`config.mk`:
```
export PLATFORM = sky130hd
export DESIGN_NAME = ph_probe_two_point_calibration
export DESIGN_NICKNAME = d
export VERILOG_FILES = /design/src/hw/rtl/phcal_pkg.sv /design/src/hw/rtl/phcal_div.sv /design/src/hw/rtl/ph_probe_two_point_calibration.sv
export SDC_FILE = /design/constraint.sdc
export NUM_CORES = 1
export LEC_CHECK = 0
export ABC_CLOCK_PERIOD_IN_PS = 7800
export BUFFER_PORTS_ARGS = -buffer_cell sky130_fd_sc_hd__buf_4
export CORE_MARGIN = 2
export CORE_UTILIZATION = 55
export DETAILED_ROUTE_END_ITERATION = 6
export PLACE_DENSITY_LB_ADDON = 0.08
export SLEW_MARGIN = 20
export SYNTH_ARGS = -nofsm -noshare
export SYNTH_HDL_FRONTEND = slang
export SYNTH_SLANG_ARGS = --single-unit
```
`constraint.sdc`:
```
create_clock -name clk -period 7.8 [get_ports clk]
set_input_delay 1.17 -clock clk [delete_from_list [all_inputs] [get_ports clk]]
set_output_delay 1.17 -clock clk [all_outputs]
set_load 0.1 [all_outputs]
```
`src/hw/rtl/phcal_pkg.sv`:
```
// ----------------------------------------------------------------------------
// phcal_pkg
// Shared types and constants of the two-point pH probe calibration block:
// operation and status codes, buffer windows, reset levels, divider bundles.
// ----------------------------------------------------------------------------
package phcal_pkg;

    localparam int unsigned VOLT_W  = 16;
    localparam int unsigned LEVEL_W = 12;
    localparam int unsigned PH_W    = 14;
    localparam int unsigned DIVD_W  = 26;
    localparam int unsigned QUO_W   = 14;

    localparam logic [VOLT_W-1:0]  NEUTRAL_LO    = 16'd2480;
    localparam logic [VOLT_W-1:0]  NEUTRAL_HI    = 16'd2640;
    localparam logic [VOLT_W-1:0]  ACID_LO       = 16'd2880;
    localparam logic [VOLT_W-1:0]  ACID_HI       = 16'd3040;
    localparam logic [LEVEL_W-1:0] NEUTRAL_RESET = 12'd2560;
    localparam logic [LEVEL_W-1:0] ACID_RESET    = 12'd2960;
    localparam logic [PH_W-1:0]    PH_MAX        = 14'h1FFF;
    localparam logic [PH_W-1:0]    PH_MIN        = 14'h2000;

    typedef enum logic [2:0] {
        OP_READ    = 3'd0,
        OP_IDLE    = 3'd1,
        OP_ENTER   = 3'd2,
        OP_CAPTURE = 3'd3,
        OP_EXIT    = 3'd4
    } op_t;

    typedef enum logic [3:0] {
        ST_OK      = 4'd0,
        ST_CMD_ERR = 4'd1,
        ST_ENTERED = 4'd2,
        ST_NEUTRAL = 4'd3,
        ST_ACID    = 4'd4,
        ST_BUF_ERR = 4'd5,
        ST_SUCCESS = 4'd6,
        ST_FAILED  = 4'd7,
        ST_IGNORED = 4'd8
    } status_t;

    typedef struct packed {
        logic               start;
        logic [DIVD_W-1:0]  dividend;
        logic [LEVEL_W-1:0] divisor;
    } div_req_t;

    typedef struct packed {
        logic              done;
        logic [QUO_W-1:0]  quotient;
    } div_rsp_t;

endpackage

```
`src/hw/rtl/phcal_div.sv`:
```
// ----------------------------------------------------------------------------
// phcal_div
// Serial restoring divider: one quotient bit per cycle, MSB first. The caller
// guarantees the quotient fits in QUO_W bits.
// ----------------------------------------------------------------------------
module phcal_div
    import phcal_pkg::*;
(
    input  logic     clk,
    input  logic     rst_n,
    input  div_req_t req,
    output div_rsp_t rsp
);

    localparam int unsigned DSH_W = LEVEL_W + QUO_W - 1;

    logic [DIVD_W-1:0] rem_reg, rem_next;
    logic [DSH_W-1:0]  dsh_reg, dsh_next;
    logic [QUO_W-1:0]  quo_reg, quo_next;
    logic [3:0]        cnt_reg, cnt_next;
    logic              busy_reg, busy_next;
    logic              done_reg, done_next;
    logic              ge;

    assign ge = rem_reg >= {1'b0, dsh_reg};

    always_comb
    begin
        rem_next  = rem_reg;
        dsh_next  = dsh_reg;
        quo_next  = quo_reg;
        cnt_next  = cnt_reg;
        busy_next = busy_reg;
        done_next = 1'b0;
        if (req.start)
        begin
            rem_next  = req.dividend;
            dsh_next  = {req.divisor, {(QUO_W-1){1'b0}}};
            cnt_next  = 4'd0;
            busy_next = 1'b1;
        end
        else if (busy_reg)
        begin
            if (ge)
            begin
                rem_next = rem_reg - {1'b0, dsh_reg};
            end
            quo_next = {quo_reg[QUO_W-2:0], ge};
            dsh_next = dsh_reg >> 1;
            cnt_next = cnt_reg + 4'd1;
            if (cnt_reg == 4'(QUO_W - 1))
            begin
                busy_next = 1'b0;
                done_next = 1'b1;
            end
        end
    end

    always_ff @(posedge clk or negedge rst_n)
    begin
        if (!rst_n)
        begin
            busy_reg <= 1'b0;
            done_reg <= 1'b0;
            cnt_reg  <= 4'd0;
        end
        else
        begin
            busy_reg <= busy_next;
            done_reg <= done_next;
            cnt_reg  <= cnt_next;
        end
    end

    always_ff @(posedge clk)
    begin
        rem_reg <= rem_next;
        dsh_reg <= dsh_next;
        quo_reg <= quo_next;
    end

    assign rsp.done     = done_reg;
    assign rsp.quotient = quo_reg;

endmodule

```
`src/hw/rtl/ph_probe_two_point_calibration.sv`:
```
// ----------------------------------------------------------------------------
// ph_probe_two_point_calibration
// Two-point pH probe calibration and conversion with a serial divider.
// ----------------------------------------------------------------------------
// One beat in gives one beat out. The block works on one beat at a time:
// calibration operations pass through S_EXEC to S_DONE; a pH read goes
// through S_EXEC, S_PREP, S_CHECK, S_DIV and S_FIN to S_DONE (skipping S_DIV
// and S_FIN when the result is zero or saturates), S_DIV being the 14-step
// restoring divider. A finished result sits in the output register, and the
// next input beat is accepted while it waits to be taken.
module ph_probe_two_point_calibration
    import phcal_pkg::*;
(
    input  logic        clk,
    input  logic        rst_n,
    input  logic        s_tvalid,
    output logic        s_tready,
    input  logic [15:0] s_tdata,   // [15:0] voltage
    input  logic [2:0]  s_tuser,   // [2:0] operation
    output logic        m_tvalid,
    input  logic        m_tready,
    output logic [39:0] m_tdata,   // [13:0] ph_value, [14] save_pulse,
                                   // [26:15] neutral_out, [38:27] acid_out, [39] zero
    output logic [3:0]  m_tuser    // [3:0] status
);

    typedef enum logic [7:0] {
        S_IDLE  = 8'b0000_0001,
        S_EXEC  = 8'b0000_0010,
        S_PREP  = 8'b0000_0100,
        S_CHECK = 8'b0000_1000,
        S_DIV   = 8'b0001_0000,
        S_FIN   = 8'b0010_0000,
        S_DONE  = 8'b0100_0000,
        S_SPARE = 8'b1000_0000
    } state_t;

    state_t             state_reg, state_next;
    op_t                op_reg, op_next;
    logic [VOLT_W-1:0]  volt_reg, volt_next;
    logic [LEVEL_W-1:0] neutral_reg, neutral_next;
    logic [LEVEL_W-1:0] acid_reg, acid_next;
    logic               in_cal_reg, in_cal_next;
    logic               cap_done_reg, cap_done_next;
    logic signed [12:0] d_reg, d_next;
    logic signed [17:0] e_reg, e_next;
    logic signed [18:0] m_reg, m_next;
    logic [LEVEL_W-1:0] dmag_reg, dmag_next;
    logic               neg_reg, neg_next;
    logic [PH_W-1:0]    ph_reg, ph_next;
    status_t            status_reg, status_next;
    logic               save_reg, save_next;
    logic               ovalid_reg, ovalid_next;
    logic [39:0]        odata_reg, odata_next;
    logic [3:0]         ouser_reg, ouser_next;

    logic               in_neutral;
    logic               in_acid;
    logic [17:0]        m_mag;
    logic [QUO_W-1:0]   quo;
    div_req_t           div_req;
    div_rsp_t           div_rsp;

    assign in_neutral = (volt_reg > NEUTRAL_LO) && (volt_reg < NEUTRAL_HI);
    assign in_acid    = (volt_reg > ACID_LO) && (volt_reg < ACID_HI);
    assign m_mag      = m_reg[18] ? 18'(-m_reg) : m_reg[17:0];
    assign quo        = div_rsp.quotient;

    assign s_tready = (state_reg == S_IDLE);

    always_comb
    begin
        state_next    = state_reg;
        op_next       = op_reg;
        volt_next     = volt_reg;
        neutral_next  = neutral_reg;
        acid_next     = acid_reg;
        in_cal_next   = in_cal_reg;
        cap_done_next = cap_done_reg;
        d_next        = d_reg;
        e_next        = e_reg;
        m_next        = m_reg;
        dmag_next     = dmag_reg;
        neg_next      = neg_reg;
        ph_next       = ph_reg;
        status_next   = status_reg;
        save_next     = save_reg;
        ovalid_next   = ovalid_reg;
        odata_next    = odata_reg;
        ouser_next    = ouser_reg;
        div_req       = '{start: 1'b0, dividend: {m_mag, 8'd0}, divisor: dmag_reg};

        if (ovalid_reg && m_tready)
        begin
            ovalid_next = 1'b0;
        end

        unique case (state_reg)
            S_IDLE:
            begin
                if (s_tvalid)
                begin
                    op_next    = op_t'(s_tuser);
                    volt_next  = s_tdata;
                    state_next = S_EXEC;
                end
            end
            S_EXEC:
            begin
                ph_next     = '0;
                save_next   = 1'b0;
                status_next = ST_IGNORED;
                state_next  = S_DONE;
                unique case (op_reg)
                    OP_READ:
                    begin
                        status_next = ST_OK;
                        d_next      = $signed({1'b0, neutral_reg}) - $signed({1'b0, acid_reg});
                        e_next      = $signed({2'b00, volt_reg})
                                    - $signed({6'd0, neutral_reg});
                        state_next  = S_PREP;
                    end
                    OP_IDLE:
                    begin
                        status_next = in_cal_reg ? ST_CMD_ERR : ST_IGNORED;
                    end
                    OP_ENTER:
                    begin
                        in_cal_next   = 1'b1;
                        cap_done_next = 1'b0;
                        status_next   = ST_ENTERED;
                    end
                    OP_CAPTURE:
                    begin
                        if (in_cal_reg)
                        begin
                            priority if (in_neutral)
                            begin
                                neutral_next  = volt_reg[LEVEL_W-1:0];
                                cap_done_next = 1'b1;
                                status_next   = ST_NEUTRAL;
                            end
                            else if (in_acid)
                            begin
                                acid_next     = volt_reg[LEVEL_W-1:0];
                                cap_done_next = 1'b1;
                                status_next   = ST_ACID;
                            end
                            else
                            begin
                                cap_done_next = 1'b0;
                                status_next   = ST_BUF_ERR;
                            end
                        end
                    end
                    OP_EXIT:
                    begin
                        if (in_cal_reg)
                        begin
                            if (cap_done_reg)
                            begin
                                save_next   = in_neutral || in_acid;
                                status_next = ST_SUCCESS;
                            end
                            else
                            begin
                                status_next = ST_FAILED;
                            end
                            cap_done_next = 1'b0;
                            in_cal_next   = 1'b0;
                        end
                    end
                    default:
                    begin
                        status_next = ST_IGNORED;
                    end
                endcase
            end
            S_PREP:
            begin
                m_next = ($signed({{6{d_reg[12]}}, d_reg}) <<< 3)
                       - $signed({{6{d_reg[12]}}, d_reg})
                       + ($signed({e_reg[17], e_reg}) <<< 1)
                       + $signed({e_reg[17], e_reg});
                dmag_next  = d_reg[12] ? 12'(-d_reg) : d_reg[11:0];
                state_next = S_CHECK;
            end
            S_CHECK:
            begin
                neg_next = m_reg[18] ^ d_reg[12];
                priority if (m_reg == '0)
                begin
                    ph_next    = '0;
                    state_next = S_DONE;
                end
                else if (m_mag >= {dmag_reg, 6'd0})
                begin
                    ph_next    = (m_reg[18] ^ d_reg[12]) ? PH_MIN : PH_MAX;
                    state_next = S_DONE;
                end
                else
                begin
                    div_req.start = 1'b1;
                    state_next    = S_DIV;
                end
            end
            S_DIV:
            begin
                if (div_rsp.done)
                begin
                    state_next = S_FIN;
                end
            end
            S_FIN:
            begin
                if (neg_reg)
                begin
                    ph_next = quo[PH_W-1] ? PH_MIN : 14'(-quo);
                end
                else
                begin
                    ph_next = quo[PH_W-1] ? PH_MAX : quo;
                end
                state_next = S_DONE;
            end
            S_DONE:
            begin
                if (!ovalid_reg || m_tready)
                begin
                    ovalid_next = 1'b1;
                    odata_next  = {1'b0, acid_reg, neutral_reg, save_reg, ph_reg};
                    ouser_next  = status_reg;
                    state_next  = S_IDLE;
                end
            end
            default:
            begin
                state_next = S_IDLE;
            end
        endcase
    end

    always_ff @(posedge clk or negedge rst_n)
    begin
        if (!rst_n)
        begin
            state_reg    <= S_IDLE;
            neutral_reg  <= NEUTRAL_RESET;
            acid_reg     <= ACID_RESET;
            in_cal_reg   <= 1'b0;
            cap_done_reg <= 1'b0;
            ovalid_reg   <= 1'b0;
        end
        else
        begin
            state_reg    <= state_next;
            neutral_reg  <= neutral_next;
            acid_reg     <= acid_next;
            in_cal_reg   <= in_cal_next;
            cap_done_reg <= cap_done_next;
            ovalid_reg   <= ovalid_next;
        end
    end

    always_ff @(posedge clk)
    begin
        op_reg     <= op_next;
        volt_reg   <= volt_next;
        d_reg      <= d_next;
        e_reg      <= e_next;
        m_reg      <= m_next;
        dmag_reg   <= dmag_next;
        neg_reg    <= neg_next;
        ph_reg     <= ph_next;
        status_reg <= status_next;
        save_reg   <= save_next;
        odata_reg  <= odata_next;
        ouser_reg  <= ouser_next;
    end

    phcal_div u_div (
        .clk   (clk),
        .rst_n (rst_n),
        .req   (div_req),
        .rsp   (div_rsp)
    );

    assign m_tvalid = ovalid_reg;
    assign m_tdata  = odata_reg;
    assign m_tuser  = ouser_reg;

endmodule

```
==> impl_metrics.toml, run 1 <==
[status]
outcome = "finished, final reports clean"

[routing]
routed-wl-met3_um = 873
wl_per_cell_um = 15.72
wl_met1_mm = 11.23
top_layer = "met4"
first_pass_iters = 5
final_antenna_net_count = 0
totalWireLength_mm = 26.33
dr_wl_met2_mm = 13.50
drt-initial-drc-count = 460
viasPerCell = 5.390
drcViolationCount = 0
via_count = 9029

[clocking]
cts_resized = 0
numCtsBuffers = 28
clk_pin_slew_ps = 50
clockRootBuffer = "clkbuf_16"
cts_sinks = 248
clk_latency_ps = 530
htree_levels = 1
post-cts-setup-buffer-count = 0
tritoncts = "yes"
clockBufferDepth = 3
postCtsHoldBufs = 0

[floorplanning]
num_rows = 58
coreArea_um2 = 24960
die_y_um = 163.0
die_area_um2 = 26560
io_pins = 69
die_x_um = 163.0
initial_utilization = 0.5569

[logic_synthesis]
yosysUniqueCellTypes = 81
seq_area_frac_synth = 0.5069
syn_avg_cell_area_um2 = 11.12
syn-cell-area_um2 = 13900
synthesis.nets = 1391
ys_ff_latch = 248
async_flop_share = 0.1613
syn-instance-count = 1250
synthFlopType = "edfxtp_1"
yosys_warnings = 0
synth_enable_flop_cells = 187

[critical_path]
cp.arrival_ps = 5030
reg2reg_depth = 13
reg2reg_slack_ps = 2930
r2r-start = "m_reg[2]$_DFFE_PP_"
critPathCapture = "u_div.dsh_reg[16]$_DFFE_PP_"
path_class = "reg -> reg"
cp_data_required_time_ps = 7960
cp-startpoint = "m_reg[2]$_DFFE_PP_"
cp_max_fo = 36
startpoint_type = "flop"
cp-end-kind = "flop"
reg2reg_to = "u_div.dsh_reg[16]$_DFFE_PP_"

[timing]
max_slew_margin = 0.3792
period_minus_slack_ps = 4872
fin_crit_sh = 0.6246
finalSetupTns_ps = 0
fmax_mhz = 205.3
setup_viol = 0
drv_slew = 0
fin_skew_ps = 12.58
hold_violations = 0
setup_ws_ps = 2928
tightest_slew_ps = 931.1
rsz0062_at_grt = "no"
timing.hold.ws_ps = 418.1

[placed_design]
dp_slack_ps = 2658
gp_congestion = 0.8704
dp_hpwl_mm = 20.11
io_buffers = 67

[cells_and_area]
final_nets = 1464
most-common-layout-cells = "187 x edfxtp_1, 148 x inv_1, 92 x nand2_1"
antenna_cells = 0
layout-drive-gt1-share = 0.1182
fin_util = 0.6268
largest_reg_flops = 39
syn2layout_area_growth_pct = 12.56
final_common_cell = "edfxtp_1"

[global_routing]
grt_pass1_vias = 8994
globalRouteOverflowTotal = 0
antenna_found_initial = 0
grtUsageTotal = 0.2025
grt_pass1_wl_mm = 43.24
grt_max_degree = 44

[min_path]
hp-class = "reg -> reg"
hold_depth = 0
min_from = "ph_reg[10]$_DFFE_PP_"

[power]
vdd_ir_drop_max_uv = 190.2
power.leakage_uw = 0.006328
power.density_nw_per_um2 = 244.5

[run]
maxCapViolCount = 0
-- power breakdown --
part,internal [uW],switching [uW]
Combinational,351,566
Sequential,1560,81.9
Clock,772,491
Total,2690,1140
-- worst min path at each step --
stage,endpoint,slack [ps]
6_report,m_tdata[10]$_DFFE_PP_,420
3_5_place_dp,m_tuser[0]$_DFFE_PP_,400
4_1_cts,m_tdata[11]$_DFFE_PP_,420
5_1_grt,m_tdata[11]$_DFFE_PP_,430
2_1_floorplan,m_tdata[0]$_DFFE_PP_,400
3_3_place_gp,m_tdata[7]$_DFFE_PP_,400
-- per-layer routing --
metal,track usage,up-vias
li1,-,4555
met1,0.2454,4267
met2,0.3765,154
met3,0.02776,53
met4,0.05632,0
met5,0,-
-- cell usage after synthesis, types with 21 or more instances --
library cell,number,area (um2)
a21oi_1,47,235.2
dfrtp_1,32,800.8
dfxtp_1,21,420.4
edfxtp_1,187,5615
fa_1,32,640.6
ha_1,86,1076
inv_1,148,555.5
nand2_1,92,345.3
nand3_1,27,135.1
nor2_1,80,300.3
nor3_1,28,140.1
o21ai_0,77,385.4
xnor2_1,67,586.8
xor2_1,29,254.0
-- kinds of logic (layout without fill, tap and decap cells) --
kind of cell | count (synthesis) | in the layout | synth area share
AOI/OAI and AO/OA | 261 | 261 | 0.1248
muxes | 20 | 20 | 0.01494
xor gates and xnor gates | 96 | 96 | 0.06048
adders and majority gates | 118 | 118 | 0.1235
other | 1 | 1 | 0.0002697
DFF | 248 | 248 | 0.5069
and+or+nand+nor | 327 | 327 | 0.1179
buffers and inverters | 179 | 274 | 0.05121
-- stage by stage --
stage / total power, uW / std cells / area, um2
after floorplan: 2383 / 1250 / 13900
after global placement: 2581 / 1623 / 14740
after detailed placement: 2592 / 1623 / 14740
after CTS: 3869 / 1675 / 15650
after global routing: 4028 / 1675 / 15650
final: 3827 / 1675 / 15650
-- cell type report --
type	count	area (um2)
Sequential cell	248	7047
Clock buffer	47	853.3
Multi-Input combinational cell	823	6173
Clock inverter	5	53.80
Tap cell	330	412.9
Inverter	149	559.3
Timing Repair Buffer	73	548.0
Fill cell	2017	9316
-- critical path: stages, from the launching register on --
cell      delay, ps
edfxtp_1        470
nor4_2          420
nand2_1         150
or3_1           390
or2_1           240
o21ai_0         190
xnor2_1         170
ha_1            270
and3_1          190
a221o_1         320
a21oi_1         150
o21ai_0         210
or3_2           780
nand2b_1        540
Power figures use the tool's default switching activity.
==> run 2, diff against run 1 <==
- ABC_CLOCK_PERIOD_IN_PS: 7800 -> 4400
- clock period: 7.8 -> 4.4 ns (I/O delays scaled with it)
==> run 2 against run 1 <==
Compared with the run above:
- clock power is 76% higher
- global-route usage grew 0.39 points
- utilization increased by 0.45 points
- register-to-register slack lost 2600 ps
- hold slack got worse by 320 ps
- final area increased by 0.71%
- fmax grew 18%
- power is 77% higher
- wire length rose by 0.24%
- sequential share of layout area shrank 0.32 points
==> impl_metrics.toml, run 2 (same netlist as run 1, synthesis figures left out) <==
[min_path]
hp-class = "in -> async"

[global_routing]
grt_max_degree = 41
grt_pass1_wl_mm = 44.30
antenna_found_initial = 0
globalRouteOverflowTotal = 0
grt_pass1_vias = 9326
grtUsageTotal = 0.2064

[cells_and_area]
stdcell_count = 1690
largest_reg_flops = 39
final_nets = 1479
layout-drive-gt1-share = 0.1272
most-common-layout-cells = "187 x edfxtp_1, 148 x inv_1, 92 x nand2_1"
final_common_cell = "edfxtp_1"
antenna_cells = 0
syn2layout_area_growth_pct = 13.36

[critical_path]
startpoint_type = "flop"
cp-startpoint = "m_reg[5]$_DFFE_PP_"
cp.arrival_ps = 4480
r2r-start = "m_reg[5]$_DFFE_PP_"
cp-end-kind = "flop"
path_class = "reg -> reg"
cp_max_fo = 28
cp_data_required_time_ps = 4760

[timing]
drv_slew = 0
max_slew_margin = 0.3693
finalSetupTns_ps = 0
fin_skew_ps = 9.503
fin_crit_sh = 0.9347
setup_ws_ps = 287.4
timing.hold.ws_ps = 96.37
fmax_mhz = 243.2
tightest_slew_ps = 946.0
setup_viol = 0
hold_violations = 0
period_minus_slack_ps = 4113

[routing]
wl_per_cell_um = 15.61
drt-initial-drc-count = 412
final_antenna_net_count = 0
totalWireLength_mm = 26.39
first_pass_iters = 5
drcViolationCount = 0
via_count = 9142
viasPerCell = 5.409

[floorplanning]
die_y_um = 163.0
die_area_um2 = 26560
io_pins = 69
die_x_um = 163.0
num_rows = 58
coreArea_um2 = 24960
initial_utilization = 0.5569

[power]
power.density_nw_per_um2 = 430.0
power.leakage_uw = 0.006383
vdd_ir_drop_max_uv = 314.0
power_uw = 6776

[clocking]
numCtsBuffers = 28
cts_sinks = 248
clockRootBuffer = "clkbuf_16"
clk_pin_slew_ps = 60
htree_levels = 1
clk_latency_ps = 540
clockBufferDepth = 3
tritoncts = "yes"

[placed_design]
gp_congestion = 0.8869
dp_cells = 1636
dp_hpwl_mm = 20.12
dp_slack_ps = 137.2
io_buffers = 67

[status]
outcome = "finished, final reports clean"

[run]
maxCapViolCount = 0
run 2: cell count changes in the layout (fill, tap and decap cells not counted), moves of 2 or more:
cell,delta
buf_4,+15
clkbuf_8,-4
clkinv_1,+2
clkinvlp_4,+2
o21ai_0,-2
o21ai_1,+2
run 2: power breakdown:
| part | leakage, uW | switching (uW) | internal (uW) | total (uW) |
|---|---|---|---|---|
| Combinational | 0.00348 | 1010 | 629 | 1640 |
| Clock | 0.000424 | 895 | 1330 | 2220 |
| Sequential | 0.00248 | 137 | 2770 | 2910 |
| Total | 0.00638 | 2050 | 4730 | 6780 |
run 2: worst paths after layout:
kind,slack [ps],to,cells after the start
setup / recovery,290,u_div.rem_reg[23]$_DFFE_PP_,15
hold / removal,100,acid_reg[3]$_DFFE_PN0P_,1
setup reg to reg,290,u_div.rem_reg[23]$_DFFE_PP_,15
hold reg to reg,420,m_tdata[13]$_DFFE_PP_,0
max in group asynchronous,3930,state_reg[0]$_DFFE_PN1P_,1
min in group clk,290,volt_reg[3]$_DFFE_PP_,1
run 2: per-layer routing:
| layer | wire length, um | GRT usage | vias to the layer above |
|---|---|---|---|
| met5 | 0 | 0 | - |
| met4 | 964 | 0.07683 | 0 |
| met3 | 992 | 0.02648 | 64 |
| met2 | 13410 | 0.3750 | 178 |
| met1 | 11030 | 0.2508 | 4309 |
| li1 | - | - | 4591 |
run 2: repair_timing:
| item | 4_1_cts | 5_1_grt |
|---|---|---|
| hold buffers | 0 | 0 |
| buffers inserted | 0 | 2 |
| gates resized for setup | 0 | 5 |
| endpoints found under the setup margin | 0 | 102 |
run 2: through the flow:
step | utilization | cell area (um2)
2_1_floorplan | - | 13900
3_3_place_gp | 0.5943 | 14840
3_5_place_dp | 0.5943 | 14840
4_1_cts | 0.6299 | 15720
5_1_grt | 0.6313 | 15760
6_report | 0.6313 | 15760
run 2: worst max-delay path: stages (launching register included):
cell      delay (ps)
edfxtp_1         410
nor4_2           320
nand2_1          150
or3_1            380
or2_1            240
o21ai_1          150
xnor2_1          170
ha_1             280
and3_1           180
a221o_1          320
a21oi_1          160
o21ai_1          120
or3_4            380
buf_4            230
and3_1           200
nor4_2           240
run 2: final cells by class:
cell class,instances,area [um2]
Fill cell,1998,9205
Sequential cell,248,7047
Multi-Input combinational cell,823,6192
Clock buffer,42,773.2
Timing Repair Buffer,88,660.6
Inverter,149,559.3
Tap cell,330,412.9
Clock inverter,10,113.9
==> run 3, diff against run 2 <==
- REMOVE_ABC_BUFFERS: unset -> 1
- SYNTH_HIERARCHICAL: unset -> 1
==> run 3 against run 2 <==
Compared with the run above:
- register-to-register slack about the same
- die area increased by 3.2%
- count of clock-buffer cells in the layout grew 1
- non-clock buffer count shrank 7
- wire length is 7.3% higher
- first-iteration DRC count is 15% higher
==> impl_metrics.toml, run 3 <==
[min_path]
hp-class = "in -> async"

[floorplanning]
initial_utilization = 0.5559
num_rows = 59
die_area_um2 = 27430
die_y_um = 165.6
die_x_um = 165.6
io_pins = 69
coreArea_um2 = 25840

[cells_and_area]
syn2layout_area_growth_pct = 12.58
antenna_cells = 0
most-common-layout-cells = "195 x edfxtp_1, 153 x inv_1, 107 x nand2_1"
largest_reg_flops = 39
fill_cells = 2084
final_area_um2 = 16170
stdcell_count = 1756
final_common_cell = "edfxtp_1"
final_nets = 1540
layout-drive-gt1-share = 0.1232

[timing]
fin_skew_ps = 12.45
rsz0062_at_grt = "no"
drv_slew = 0
fin_crit_sh = 0.9348
hold_violations = 0
max_slew_margin = 0.3238
tightest_slew_ps = 1014
fmax_mhz = 243.1
finalSetupTns_ps = 0
period_minus_slack_ps = 4113
setup_viol = 0
setup_ws_ps = 287.0

[routing]
drcViolationCount = 0
final_antenna_net_count = 0
totalWireLength_mm = 28.30
drt-initial-drc-count = 475
wl_per_cell_um = 16.12
viasPerCell = 5.549
via_count = 9744
first_pass_iters = 5

[power]
power.leakage_uw = 0.006471
seqPwrFrac = 0.469
p_sw_frac = 0.2689
vdd_ir_drop_max_uv = 335.6
power.net_switching_uw = 1630
power.density_nw_per_um2 = 374.9
power.share.clock = 0.372
internal_power_uw = 4432
pwr-share-comb = 0.159

[logic_synthesis]
seq_area_frac_synth = 0.4962
synthTopCellsByArea = "edfxtp_1 41%, ha_1 7.5%, dfrtp_1 5.6%"
synth_enable_flop_cells = 195
syn-cell-area_um2 = 14360
syn_avg_cell_area_um2 = 10.88
synthTopCellsByCount = "195 x edfxtp_1, 154 x inv_1, 107 x nand2_1"
async_flop_share = 0.1613
ys_ff_latch = 248
yosysTopAreaCellShare = 0.4077
syn-instance-count = 1320
synth_most_common_cell = "edfxtp_1"
yosys_warnings = 6
synthFlopType = "edfxtp_1"
yosysTopAreaCell = "edfxtp_1"
yosysUniqueCellTypes = 84

[run]
maxCapViolCount = 0

[clocking]
clk_pin_slew_ps = 60
clockRootBuffer = "clkbuf_16"
htree_levels = 1
numCtsBuffers = 28
cts_sinks = 248
tritoncts = "yes"
postCtsHoldBufs = 0
clockBufferDepth = 3
clk_latency_ps = 530

[critical_path]
cp_max_fo = 25
reg2reg_depth = 14
reg2reg_slack_ps = 290
cp-end-kind = "flop"
cp_data_required_time_ps = 4680
path_class = "reg -> reg"
startpoint_type = "flop"
cp.arrival_ps = 4390

[placed_design]
dp_slack_ps = 230.1
gp_congestion = 0.8593
dp_hpwl_mm = 21.21
dp_cells = 1704
io_buffers = 67
placed_cell_area_um2 = 15240

[global_routing]
globalRouteOverflowTotal = 0
grt_max_degree = 41
grt_pass1_vias = 9762
grtUsageTotal = 0.2057
grt_pass1_wl_mm = 47.19
antenna_found_initial = 0

[status]
outcome = "finished, final reports clean"
-- run 3: through the flow --
stage	power, uW	hold slack [ps]	util
2_1_floorplan	3597	364.4	-
3_3_place_gp	3833	402.2	0.5899
3_5_place_dp	3850	404.5	0.5899
4_1_cts	6127	135.7	0.6253
5_1_grt	6352	135.0	0.6259
6_report	6062	107.6	0.6259
-- run 3: power groups by stage --
stage	Sequential (uW)	Combinational (uW)	Clock, uW
6_report	2840	963	2260
5_1_grt	2860	1070	2420
4_1_cts	2840	966	2320
3_5_place_dp	2890	961	0
3_3_place_gp	2880	950	0
2_1_floorplan	2980	616	0
-- run 3: path summary, 6_finish.rpt --
kind,from,end
worst min register to register,ph_reg[4]$_DFFE_PP_,m_tdata[4]$_DFFE_PP_
worst max register to register,m_reg[7]$_DFFE_PP_,u_div/dsh_reg[23]$_DFFE_PP_
max in group asynchronous,rst_n,neutral_reg[10]$_DFFE_PN0P_
worst max-delay path,m_reg[7]$_DFFE_PP_,u_div/dsh_reg[23]$_DFFE_PP_
min in group clk,s_tdata[2],volt_reg[2]$_DFFE_PP_
worst min-delay path,rst_n,u_div/busy_reg$_DFF_PN0_
-- run 3: logic make-up after synthesis --
kind of cell	Yosys count	synth area share
flip-flops	248	0.4962
AO/OA/AOI/OAI	303	0.1346
buffers and inverters	194	0.05523
other	1	0.0002611
AND/OR/NAND/NOR	338	0.1185
adder cells (fa/ha/maj)	118	0.1195
multiplexers	30	0.02213
XOR/XNOR	88	0.05366
-- run 3: cell type report --
type                       count  area [um2]  area share
timing repair buffer          81       620.6     0.03838
sequential                   248        7127      0.4407
inverter                     154       578.1     0.03575
clock buffer                  43       838.3     0.05184
clock inverter                 9       76.32    0.004720
tap                          335       419.2     0.02592
multi-input combinational    886        6511      0.4027
-- run 3: per-layer routing --
metal  vias to the layer above  GRT usage  share of wire
met1                      4612     0.2644           0.44
li1                       4865          -              -
met5                         -          0              0
met4                         0    0.06919          0.034
met3                        63    0.02628          0.036
met2                       204     0.3614           0.49
-- run 3: critical path: stages (launching register included) --
cell and delay (ps):
edfxtp_1 470, or4_1 580, o41ai_1 450, xnor2_1 210
ha_1 360, nand4_1 90, nor2_1 160, nand3_1 100
or4_1 450, nand4_1 200, inv_2 200, buf_4 260
buf_4 190, nand2_1 50, o21ai_0 80
-- run 3: what timing repair did --
action                                 4_1_cts  5_1_grt
setup endpoints to repair                    0       36
endpoints found under the hold margin        0        0
resized for setup                            0        3
setup buffers                                0        0
